<file path="config.mk">
export PLATFORM = sky130hd
export DESIGN_NAME = lru_key_set
export DESIGN_NICKNAME = d
export VERILOG_FILES = /design/src/rtl/lks_pkg.sv /design/src/rtl/lru_key_set.sv /design/src/rtl/lks_lookup.sv /design/src/rtl/lks_store.sv
export SDC_FILE = /design/constraint.sdc
export NUM_CORES = 2
export LEC_CHECK = 0
export ABC_AREA = 1
export BUFFER_PORTS_ARGS = -buffer_cell sky130_fd_sc_hd__clkbuf_2
export CORE_MARGIN = 1
export CORE_UTILIZATION = 35
export DETAILED_ROUTE_END_ITERATION = 8
export PLACE_DENSITY = 0.48
export SLEW_MARGIN = 25
export SYNTH_ARGS = -nofsm -noshare
export SYNTH_HDL_FRONTEND = slang
export SYNTH_SLANG_ARGS = --single-unit
</file>
<file path="constraint.sdc">
create_clock -name clk -period 35.9 [get_ports clk]
set_input_delay 3.59 -clock clk [delete_from_list [all_inputs] [get_ports clk]]
set_output_delay 3.59 -clock clk [all_outputs]
set_load 0.05 [all_outputs]
</file>
<file path="src/rtl/lks_pkg.sv">
package lks_pkg;

  localparam int ENTRIES   = 16;
  localparam int KEY_WIDTH = 32;
  localparam int IDX_W     = (ENTRIES > 1) ? $clog2(ENTRIES) : 1;
  localparam int RANK_W    = IDX_W;
  localparam int PR_W      = RANK_W + 1;
  localparam int OCC_W     = $clog2(ENTRIES + 1);
  localparam int CAP_W     = 5;
  localparam int FIELD_W   = 32;

  localparam logic [CAP_W-1:0] CAP_RESET = CAP_W'(16);

  typedef logic [KEY_WIDTH-1:0] key_t;
  typedef logic [RANK_W-1:0]    rank_t;
  typedef logic [IDX_W-1:0]     idx_t;
  typedef logic [OCC_W-1:0]     occ_t;

  typedef enum logic {
    REQ_PUT = 1'b0,
    REQ_GET = 1'b1
  } req_t;

  typedef enum logic [2:0] {
    ST_INSERTED = 3'd0,
    ST_PRESENT  = 3'd1,
    ST_EVICTED  = 3'd2,
    ST_HIT      = 3'd3,
    ST_MISS     = 3'd4
  } status_t;

  typedef struct packed {
    logic                      req_type;
    logic signed [FIELD_W-1:0] key;
  } in_item_t;

  typedef struct packed {
    logic [2:0]                status;
    logic signed [FIELD_W-1:0] result_key;
    logic signed [FIELD_W-1:0] evicted_key;
  } out_item_t;

  typedef struct packed {
    logic  hit;
    idx_t  hit_idx;
    rank_t hit_rank;
    idx_t  free_idx;
    idx_t  victim_idx;
  } lookup_t;

  function automatic key_t key_from_field(logic [FIELD_W-1:0] f);
    return KEY_WIDTH'(f);
  endfunction

  function automatic logic [FIELD_W-1:0] key_to_field(key_t k);
    return FIELD_W'(k);
  endfunction

endpackage

</file>
<file path="src/rtl/lru_key_set.sv">
// channel | ports                         | dir | beat
// in      | in_valid, in_stall, in_data   | in  | req_type, key
// out     | out_valid, out_stall, out_data| out | status, result_key, evicted_key
// cfg     | cfg_valid, cfg_ready, cfg_data| in  | cap_in_use
// One request per cycle sustained while out_stall is low; an input beat passes through
// the input register, then lookup and rank update into the result register.
// Reset: set empty, cap_in_use = 16. cfg_ready is always high.
// out_stall backs up into in_stall only while both registers hold beats.
module lru_key_set (
  input  logic                       clk,
  input  logic                       rst_n,
  input  logic                       in_valid,
  output logic                       in_stall,
  input  lks_pkg::in_item_t          in_data,
  output logic                       out_valid,
  input  logic                       out_stall,
  output lks_pkg::out_item_t         out_data,
  input  logic                       cfg_valid,
  output logic                       cfg_ready,
  input  logic [lks_pkg::CAP_W-1:0]  cfg_data
);

  logic                      s1_valid_r;
  lks_pkg::in_item_t         s1_data_r;
  logic                      out_valid_r;
  lks_pkg::out_item_t        out_data_r;
  logic [lks_pkg::CAP_W-1:0] cap_r;
  logic                      fire;
  lks_pkg::out_item_t        res;

  assign fire      = s1_valid_r && (!out_valid_r || !out_stall);
  assign in_stall  = s1_valid_r && !fire;
  assign cfg_ready = 1'b1;
  assign out_valid = out_valid_r;
  assign out_data  = out_data_r;

  lks_store u_store (
    .clk   (clk),
    .rst_n (rst_n),
    .fire  (fire),
    .item  (s1_data_r),
    .cap   (cap_r),
    .res   (res)
  );

  always_ff @(posedge clk) begin
    if (!rst_n) begin
      s1_valid_r  <= 1'b0;
      out_valid_r <= 1'b0;
      cap_r       <= lks_pkg::CAP_RESET;
    end else begin
      if (in_valid && !in_stall) begin
        s1_valid_r <= 1'b1;
      end else if (fire) begin
        s1_valid_r <= 1'b0;
      end
      if (fire) begin
        out_valid_r <= 1'b1;
      end else if (!out_stall) begin
        out_valid_r <= 1'b0;
      end
      if (cfg_valid && cfg_ready) begin
        cap_r <= cfg_data;
      end
    end
  end

  always_ff @(posedge clk) begin
    if (in_valid && !in_stall) begin
      s1_data_r <= in_data;
    end
    if (fire) begin
      out_data_r <= res;
    end
  end

  a_stall_needs_item: assert property (@(posedge clk) disable iff (!rst_n)
    in_stall |-> (s1_valid_r && out_valid_r && out_stall))
    else $error("input stalled without a held beat");

  a_fire_gives_out: assert property (@(posedge clk) disable iff (!rst_n)
    fire |=> out_valid_r)
    else $error("processed beat not presented");

  a_result_held: assert property (@(posedge clk) disable iff (!rst_n)
    (out_valid_r && out_stall) |=> (out_valid_r && $stable(out_data_r)))
    else $error("stalled result lost");

endmodule

</file>
<file path="src/rtl/lks_lookup.sv">
module lks_lookup (
  input  lks_pkg::key_t   key,
  input  logic            valid   [lks_pkg::ENTRIES],
  input  lks_pkg::key_t   keys    [lks_pkg::ENTRIES],
  input  lks_pkg::rank_t  ranks   [lks_pkg::ENTRIES],
  input  lks_pkg::occ_t   occ,
  output lks_pkg::lookup_t lk
);

  logic [lks_pkg::ENTRIES-1:0] hit_vec;
  logic [lks_pkg::ENTRIES-1:0] victim_vec;
  lks_pkg::rank_t              lru_rank;

  assign lru_rank = lks_pkg::RANK_W'(occ - lks_pkg::OCC_W'(1));

  always_comb begin
    for (int i = 0; i < lks_pkg::ENTRIES; i++) begin
      hit_vec[i]    = valid[i] && (keys[i] == key);
      victim_vec[i] = valid[i] && (ranks[i] == lru_rank);
    end
  end

  always_comb begin
    lk = '0;
    lk.hit = |hit_vec;
    for (int i = 0; i < lks_pkg::ENTRIES; i++) begin
      if (hit_vec[i]) begin
        lk.hit_idx  = lk.hit_idx | lks_pkg::IDX_W'(i);
        lk.hit_rank = lk.hit_rank | ranks[i];
      end
      if (victim_vec[i]) begin
        lk.victim_idx = lk.victim_idx | lks_pkg::IDX_W'(i);
      end
    end
    for (int i = lks_pkg::ENTRIES - 1; i >= 0; i--) begin
      if (!valid[i]) begin
        lk.free_idx = lks_pkg::IDX_W'(i);
      end
    end
  end

endmodule

</file>
<file path="src/rtl/lks_store.sv">
module lks_store (
  input  logic                       clk,
  input  logic                       rst_n,
  input  logic                       fire,
  input  lks_pkg::in_item_t          item,
  input  logic [lks_pkg::CAP_W-1:0]  cap,
  output lks_pkg::out_item_t         res
);

  lks_pkg::key_t  keys_r   [lks_pkg::ENTRIES];
  lks_pkg::key_t  keys_nxt [lks_pkg::ENTRIES];
  logic           valid_r   [lks_pkg::ENTRIES];
  logic           valid_nxt [lks_pkg::ENTRIES];
  lks_pkg::rank_t ranks_r   [lks_pkg::ENTRIES];
  lks_pkg::rank_t ranks_nxt [lks_pkg::ENTRIES];
  lks_pkg::occ_t  occ_r, occ_nxt;

  lks_pkg::key_t    key;
  lks_pkg::lookup_t lk;
  lks_pkg::occ_t    cap_eff;
  logic             promote;
  lks_pkg::idx_t    sel;
  logic [lks_pkg::PR_W-1:0] sel_rank;
  logic             do_insert;
  logic [lks_pkg::ENTRIES-1:0] valid_vec;

  assign key = lks_pkg::key_from_field(item.key);

  lks_lookup u_lookup (
    .key   (key),
    .valid (valid_r),
    .keys  (keys_r),
    .ranks (ranks_r),
    .occ   (occ_r),
    .lk    (lk)
  );

  always_comb begin
    if (cap == '0) begin
      cap_eff = lks_pkg::OCC_W'(1);
    end else if (32'(cap) > lks_pkg::ENTRIES) begin
      cap_eff = lks_pkg::OCC_W'(lks_pkg::ENTRIES);
    end else begin
      cap_eff = lks_pkg::OCC_W'(cap);
    end
  end

  always_comb begin
    keys_nxt  = keys_r;
    valid_nxt = valid_r;
    ranks_nxt = ranks_r;
    occ_nxt   = occ_r;
    promote   = 1'b0;
    do_insert = 1'b0;
    sel       = lk.hit_idx;
    sel_rank  = {1'b0, lk.hit_rank};
    res       = '0;
    if (item.req_type == lks_pkg::REQ_GET) begin
      if (lk.hit) begin
        promote        = 1'b1;
        res.status     = lks_pkg::ST_HIT;
        res.result_key = lks_pkg::key_to_field(key);
      end else begin
        res.status = lks_pkg::ST_MISS;
      end
    end else if (lk.hit) begin
      res.status = lks_pkg::ST_PRESENT;
    end else if (occ_r < cap_eff) begin
      promote    = 1'b1;
      do_insert  = 1'b1;
      sel        = lk.free_idx;
      sel_rank   = lks_pkg::PR_W'(lks_pkg::ENTRIES);
      occ_nxt    = occ_r + lks_pkg::OCC_W'(1);
      res.status = lks_pkg::ST_INSERTED;
    end else begin
      promote         = 1'b1;
      sel             = lk.victim_idx;
      sel_rank        = lks_pkg::PR_W'(occ_r - lks_pkg::OCC_W'(1));
      res.status      = lks_pkg::ST_EVICTED;
      res.evicted_key = lks_pkg::key_to_field(keys_r[lk.victim_idx]);
      keys_nxt[lk.victim_idx] = key;
    end
    if (do_insert) begin
      keys_nxt[sel]  = key;
      valid_nxt[sel] = 1'b1;
    end
    if (promote) begin
      for (int i = 0; i < lks_pkg::ENTRIES; i++) begin
        if (valid_r[i] && (lks_pkg::IDX_W'(i) != sel) && ({1'b0, ranks_r[i]} < sel_rank)) begin
          ranks_nxt[i] = ranks_r[i] + lks_pkg::RANK_W'(1);
        end
      end
      ranks_nxt[sel] = '0;
    end
  end

  always_ff @(posedge clk) begin
    if (fire) begin
      keys_r <= keys_nxt;
    end
  end

  always_ff @(posedge clk) begin
    if (!rst_n) begin
      for (int i = 0; i < lks_pkg::ENTRIES; i++) begin
        valid_r[i] <= 1'b0;
        ranks_r[i] <= '0;
      end
      occ_r <= '0;
    end else if (fire) begin
      valid_r <= valid_nxt;
      ranks_r <= ranks_nxt;
      occ_r   <= occ_nxt;
    end
  end

  always_comb begin
    for (int i = 0; i < lks_pkg::ENTRIES; i++) begin
      valid_vec[i] = valid_r[i];
    end
  end

  a_occ_count: assert property (@(posedge clk) disable iff (!rst_n)
    $countones(valid_vec) == 32'(occ_r))
    else $error("occupancy does not match valid entries");

  a_occ_bound: assert property (@(posedge clk) disable iff (!rst_n)
    32'(occ_r) <= lks_pkg::ENTRIES)
    else $error("occupancy above entry count");

  a_insert_grows: assert property (@(posedge clk) disable iff (!rst_n)
    (fire && do_insert) |=> (occ_r == $past(occ_r) + lks_pkg::OCC_W'(1)))
    else $error("insert did not grow occupancy");

endmodule

</file>
### Yosys cells after proc, flatten, opt, wreduce, memory -nomap -nowiden

Cells that the tools add are included.

* flip-flop bits (word level): 704
* output and inout bits: 70
* word-level logic and storage cells: 366

* add/sub/neg operators: 18
* $lt $le $gt $ge: 22
* equal/unequal tests: 47
* mux-type cells: 118
* bitwise gates (word level): 22
* reduce and logical (&&, ||, !) cells: 82

Operators with widths (number)
* 512-bit 2-to-1 mux: 4
* 512-bit bitwise mux: 2
* 32-bit == test: 16
* 32-bit demux with 4-bit select: 2
* 4-bit 2-to-1 mux: 61
* 32-bit binary-select mux with 4-bit select: 1
* 32-bit 2-to-1 mux: 4
* 4-bit by 5-bit < comparator with 1-bit output: 16
* 1-bit logical AND: 68
* 4-bit by 1-bit adder with 4-bit output (second input constant): 16
* 64-bit AND: 1
* 8-bit 2-to-1 mux: 8
* 64-bit NOT: 1
* 4-bit == test: 15
* 4-bit bitwise OR: 15
* 4-bit inequality test (first input constant): 8
* 5-bit 2-to-1 mux: 6
* 7-bit 2-to-1 mux: 4
* 3-bit 2-to-1 mux: 7
* 18-bit OR reduction: 1
* 4-bit demux with 4-bit select: 1
* 3-bit by 4-bit inequality test with 1-bit output (first input constant): 4
* 16-bit bitwise OR: 1
* 16-bit OR reduction: 1
* other kinds (22): 46

### Logic depth before layout (Yosys ltp)

* depth after elaboration: 42
* gate-level depth with buffers: 33
* gate-level depth less buffers: 31

### By module

Synthesis repeated with hierarchy kept, for this count alone.

* cells, all modules: 5674
* area, all modules: 43543.0 um^2

By module, submodules not included
* lks_store: instances 1, cells an instance 3291, area each 29986.3 um^2, sequential area each 17076.4 um^2
* lks_lookup: instances 1, cells an instance 2247, area each 10289.9 um^2, sequential area each 0.0 um^2
* lru_key_set: instances 1, cells an instance 136, area each 3266.9 um^2, sequential area each 3143.0 um^2

### Worst setup path before layout

OpenSTA, ideal clock, no wires.

* kind: input to register
* from: input port out_stall
* to: register u_store.ranks_r[13] in the netlist's numbering
* arrival: 31447 ps
* data required time: 35830 ps
* setup slack: 4383 ps
* stages on the path: 11
* path buffers: 2
* path through: nand2_1 > inv_1 > nor2_1 > inv_1 > nor2_1 > inv_1 > clkbuf_1 > clkbuf_1 > nor2_1 > nand3_1 > a21oi_1

* longest elaborated chain between the ends: 4

Ends and longest elaborated chain
* from (decl): RTL line lru_key_set.sv:16 `input logic out_stall,`
* 1-bit zero test
* 1-bit logical OR: RTL line lru_key_set.sv:31 `assign fire = s1_valid_r && (!out_valid_r || !out_stall);`
* 1-bit logical AND: RTL line lru_key_set.sv:31
* via fire: RTL line lru_key_set.sv:28 `logic fire;`
* 2-bit AND reduction (no source line)
* to (signal assigned): RTL line lks_store.sv:112 `ranks_r <= ranks_nxt;`
* to (decl): RTL line lks_store.sv:14 `lks_pkg::rank_t ranks_r [lks_pkg::ENTRIES];`

The timed path passes the listed nets, and every way through them passes these cells.
A chain may end at the register's enable or synchronous reset.

### Worst setup path after layout

* from: input port out_stall
* to: output port in_stall

* longest elaborated chain between the ends: 5

Ends and longest elaborated chain
* 1-bit zero test
* 1-bit logical OR: RTL line lru_key_set.sv:31
* 1-bit logical AND: RTL line lru_key_set.sv:31
* 1-bit zero test: RTL line lru_key_set.sv:32 `assign in_stall = s1_valid_r && !fire;`
* 1-bit logical AND: RTL line lru_key_set.sv:32
* to (decl): RTL line lru_key_set.sv:13 `output logic in_stall,`

No other way between the ends.

==> key figures <==
Global routing
  • Initial antenna violation count: 7
  • First-pass GRT wire length: about 290 mm
  • All-layer global routing usage: 30.7%
  • Largest net degree at the start of global routing: 168
  • Grt total ovfl: 0
  • Vias in the first global route: 37461

Detailed routing
  • Per-cell routed wire length: 27.3 um
  • Drt drc: 0
  • Vias: approximately 42000
  • Post-route ant nets: 0
  • DR vias/cell: around 5.6
  • First-pass DRT Iterations: 6
  • WL final: roughly 200 mm
  • DRT iter0 DRCs: 6500

Floorplanning
  • Io pins: about 110
  • Core Area: approximately 130000 um2
  • Die X: ~360 um
  • Die Span Y: 361 um
  • Die area: around 130000 um2
  • Row count: approximately 130
  • Initial Utilization: 35.3%

Layout
  • Share of cells above drive strength 1: roughly 8%
  • Layout net count: 5911
  • Most frequent cells in the layout: 1906 x nand2_1, 818 x inv_1, 612 x edfxtp_1
  • Fillers: around 13000
  • Non-Filler Instances: 7534
  • Final Instance Area: between 40000 and 50000 um2
  • Commonest non-fill, non-tap cell in the layout: nand2_1
  • Area grow syn2layout: 9.55%

Logic synthesis
  • XOR/XNOR Fraction of Synth Area: a little under 3%
  • Multiplexer share of the synthesized area: 0.300%
  • Synth Cell Area: 45100 um2
  • Number of synthesized flops with an enable pin: around 600
  • Flops & latches, synth: 704
  • Area leader, netlist: edfxtp_1
  • Synth cell types: 50
  • Post-Synth Simple-Gate Area: about 23%
  • Synth warnings: 0
  • Largest family of logic cells by synthesized area: simple AND/OR/NAND/NOR gates
  • Syn Area/Cell: approximately 7.7 um2
  • Seq/Total Area, Yosys: 44.9%
  • Post-Synth Adder-Cell Area: 1.97%
  • Ys async rst share: 0%
  • Syn_nets: 5965
  • Leading register cell type out of synthesis: edfxtp_1
  • Synth area leaders: edfxtp_1 41%, nand2_1 16%, inv_1 6.8%
  • Post-Syn Instances: about 5900
  • Top-area cell type share of the netlist area: between 40% and 50%
  • Synth Area in Compound Gates: about 15%

Worst setup path
  • Worst path buffer plus inverter count: 2
  • Most used cell, CP: clkbuf_2
  • Data required time of the worst path: 32.31 ns
  • Register-to-Register Path Depth: 18
  • CP Max Fanout: 3
  • Cell-by-cell trace of the critical path: clkbuf_2, nand2_1, nor2_1, clkbuf_2
  • Delay-heaviest family, CP: buffers and inverters
  • Setup CP Type: in -> out
  • Worst path depth: 4
  • Crit start category: input pin
  • Slowest CP cell: clkbuf_2
  • Max incr delay on CP: ~0.3 ns
  • Setup crit end kind: output port
  • Critical Path AT: between 4 and 5 ns

Timing
  • Maximum operating frequency: 0.128 GHz
  • Setup violators final: 0
  • Sum of negative setup slack: 0 ns
  • Fin crit period: about 7.8 ns
  • RSZ-0062 raised after global routing: no
  • Pins Over Slew Limit: 0
  • Fin crit share: between 20% and 30%
  • Final hold vios: 0
  • Relative slew margins: between 20% and 30%
  • Setup Skew: approximately 0.032 ns
  • Slew @ Worst Pin: 1.18 ns

Power
  • Lkg Pwr: between 20 and 25 nW
  • Overall power: 2.18 mW
  • Power per cell area: around 44 nW/um2
  • Maximum VDD drop: approximately 33 uV

Placement
  • GP Congestion: 0.972
  • Placed Cells: between 7000 and 8000
  • Dpl hpwl: around 140 mm
  • Area after DPL: between 40000 and 50000 um2
  • Port Buffers: between 100 and 150

Min path
  • Hold path cells: 2
  • Hold Crit Class: reg -> reg

Clock tree
  • Post-CTS setup buffer count: 0
  • Clock sinks: 704
  • Clock transition at path regs: approximately 0.06 ns
  • Worst-Skew Late Latency: between 0.7 and 0.8 ns
  • Hold-fix buffers, CTS: 0
  • Clock Tree Buf Depth: 3
  • Cts bufs inserted: 91
  • Root Buffer: clkbuf_16
  • CTS tree: yes
  • Cts repair resizes: 0
  • CTS HTree Levels: 3

Flow run
  • Max_cap viols: 0

Outcome
  • Outcome: finished, final reports clean
-- worst paths after layout --
kind                                 startpoint                         to  slack, ns
setup / recovery                      out_stall                   in_stall      28.11
hold / removal            cap_r[0]$_SDFFE_PN0P_      cap_r[0]$_SDFFE_PN0P_       0.48
setup reg to reg  u_store.occ_r[0]$_SDFFE_PN0P_  out_data[8]$_SDFFCE_PP0P_      29.36
hold reg to reg           cap_r[0]$_SDFFE_PN0P_      cap_r[0]$_SDFFE_PN0P_       0.48
-- per-stage QoR --
step                      worst slack (ns)  hold WS, ns  util (%)
after global placement               28.12        0.468      36.4
after detailed placement             28.12        0.465      36.4
final                                28.11        0.476      38.7
after CTS                            28.12        0.473      38.6
after global routing                 28.08        0.492      38.7
after floorplan                       4.38        0.443         -
-- synthesized netlist by cell type, types with 18 or more instances --
cell type  count
nand2_1     1907
inv_1        820
edfxtp_1     612
o21ai_0      364
nor2_1       331
o21ai_1      218
a21oi_1      163
o221ai_1     139
a22oi_1      131
nand4_1      121
xnor2_1      118
nand3_1      113
buf_4        106
clkbuf_1      93
dfxtp_1       92
buf_2         91
ha_1          71
o22ai_1       67
inv_2         38
xor2_1        34
nor3_1        24
buf_6         22
a31oi_1       18
buf_1         18
-- power by group --
| group | switching (mW) | internal, mW | total [mW] | leakage, nW |
|---|---|---|---|---|
| clock | 0.400 | 0.529 | 0.929 | 1.41 |
| combinational | 0.212 | 0.0697 | 0.282 | 12.4 |
| sequential | 0.0309 | 0.935 | 0.966 | 6.51 |
-- tightest hold or removal path, stage by stage, from the launching register on --
cell	delay [ns]
dfxtp_1	0.30
inv_1	0.06
a21oi_1	0.06
-- logic make-up (layout without fill, tap and decap cells) --
| family | count (synthesis) | count (layout) |
|---|---|---|
| simple gates | 2572 | 2572 |
| buf+inv | 1206 | 1226 |
| compound gates | 1133 | 1133 |
| flops | 704 | 704 |
| xor+xnor | 152 | 152 |
| fa+ha+maj | 71 | 71 |
| mux | 12 | 12 |
| other cells | 1 | 2 |
-- layer usage --
layer	up-vias	GRT usage, %	share of wire [%]
met5	-	0	0.0063
met4	2	8.66	3.0
met3	265	6.94	12
met2	2534	43.8	41
met1	20171	45.9	44
li1	19210	-	-
-- flip-flops by register name, summed over array words and instances (netlist names) --
name and cells:
cap_r 5, out_data 67, out_valid 1, s1_data_r 33
s1_valid_r 1, u_store.keys_r 512, u_store.occ_r 5, u_store.ranks_r 64
u_store.valid_r 16
-- layout make-up --
type	count	area (um2)	area share, %
Sequential cell	704	20200	41.0
Multi-Input combinational cell	3941	19700	39.9
Inverter	861	3250	6.57
Clock buffer	121	2450	4.96
Tap cell	1662	2080	4.21
Timing Repair Buffer	198	1250	2.52
Clock inverter	46	424	0.859
Antenna cell	1	2.50	0.00507
Power figures use the tool's default switching activity.
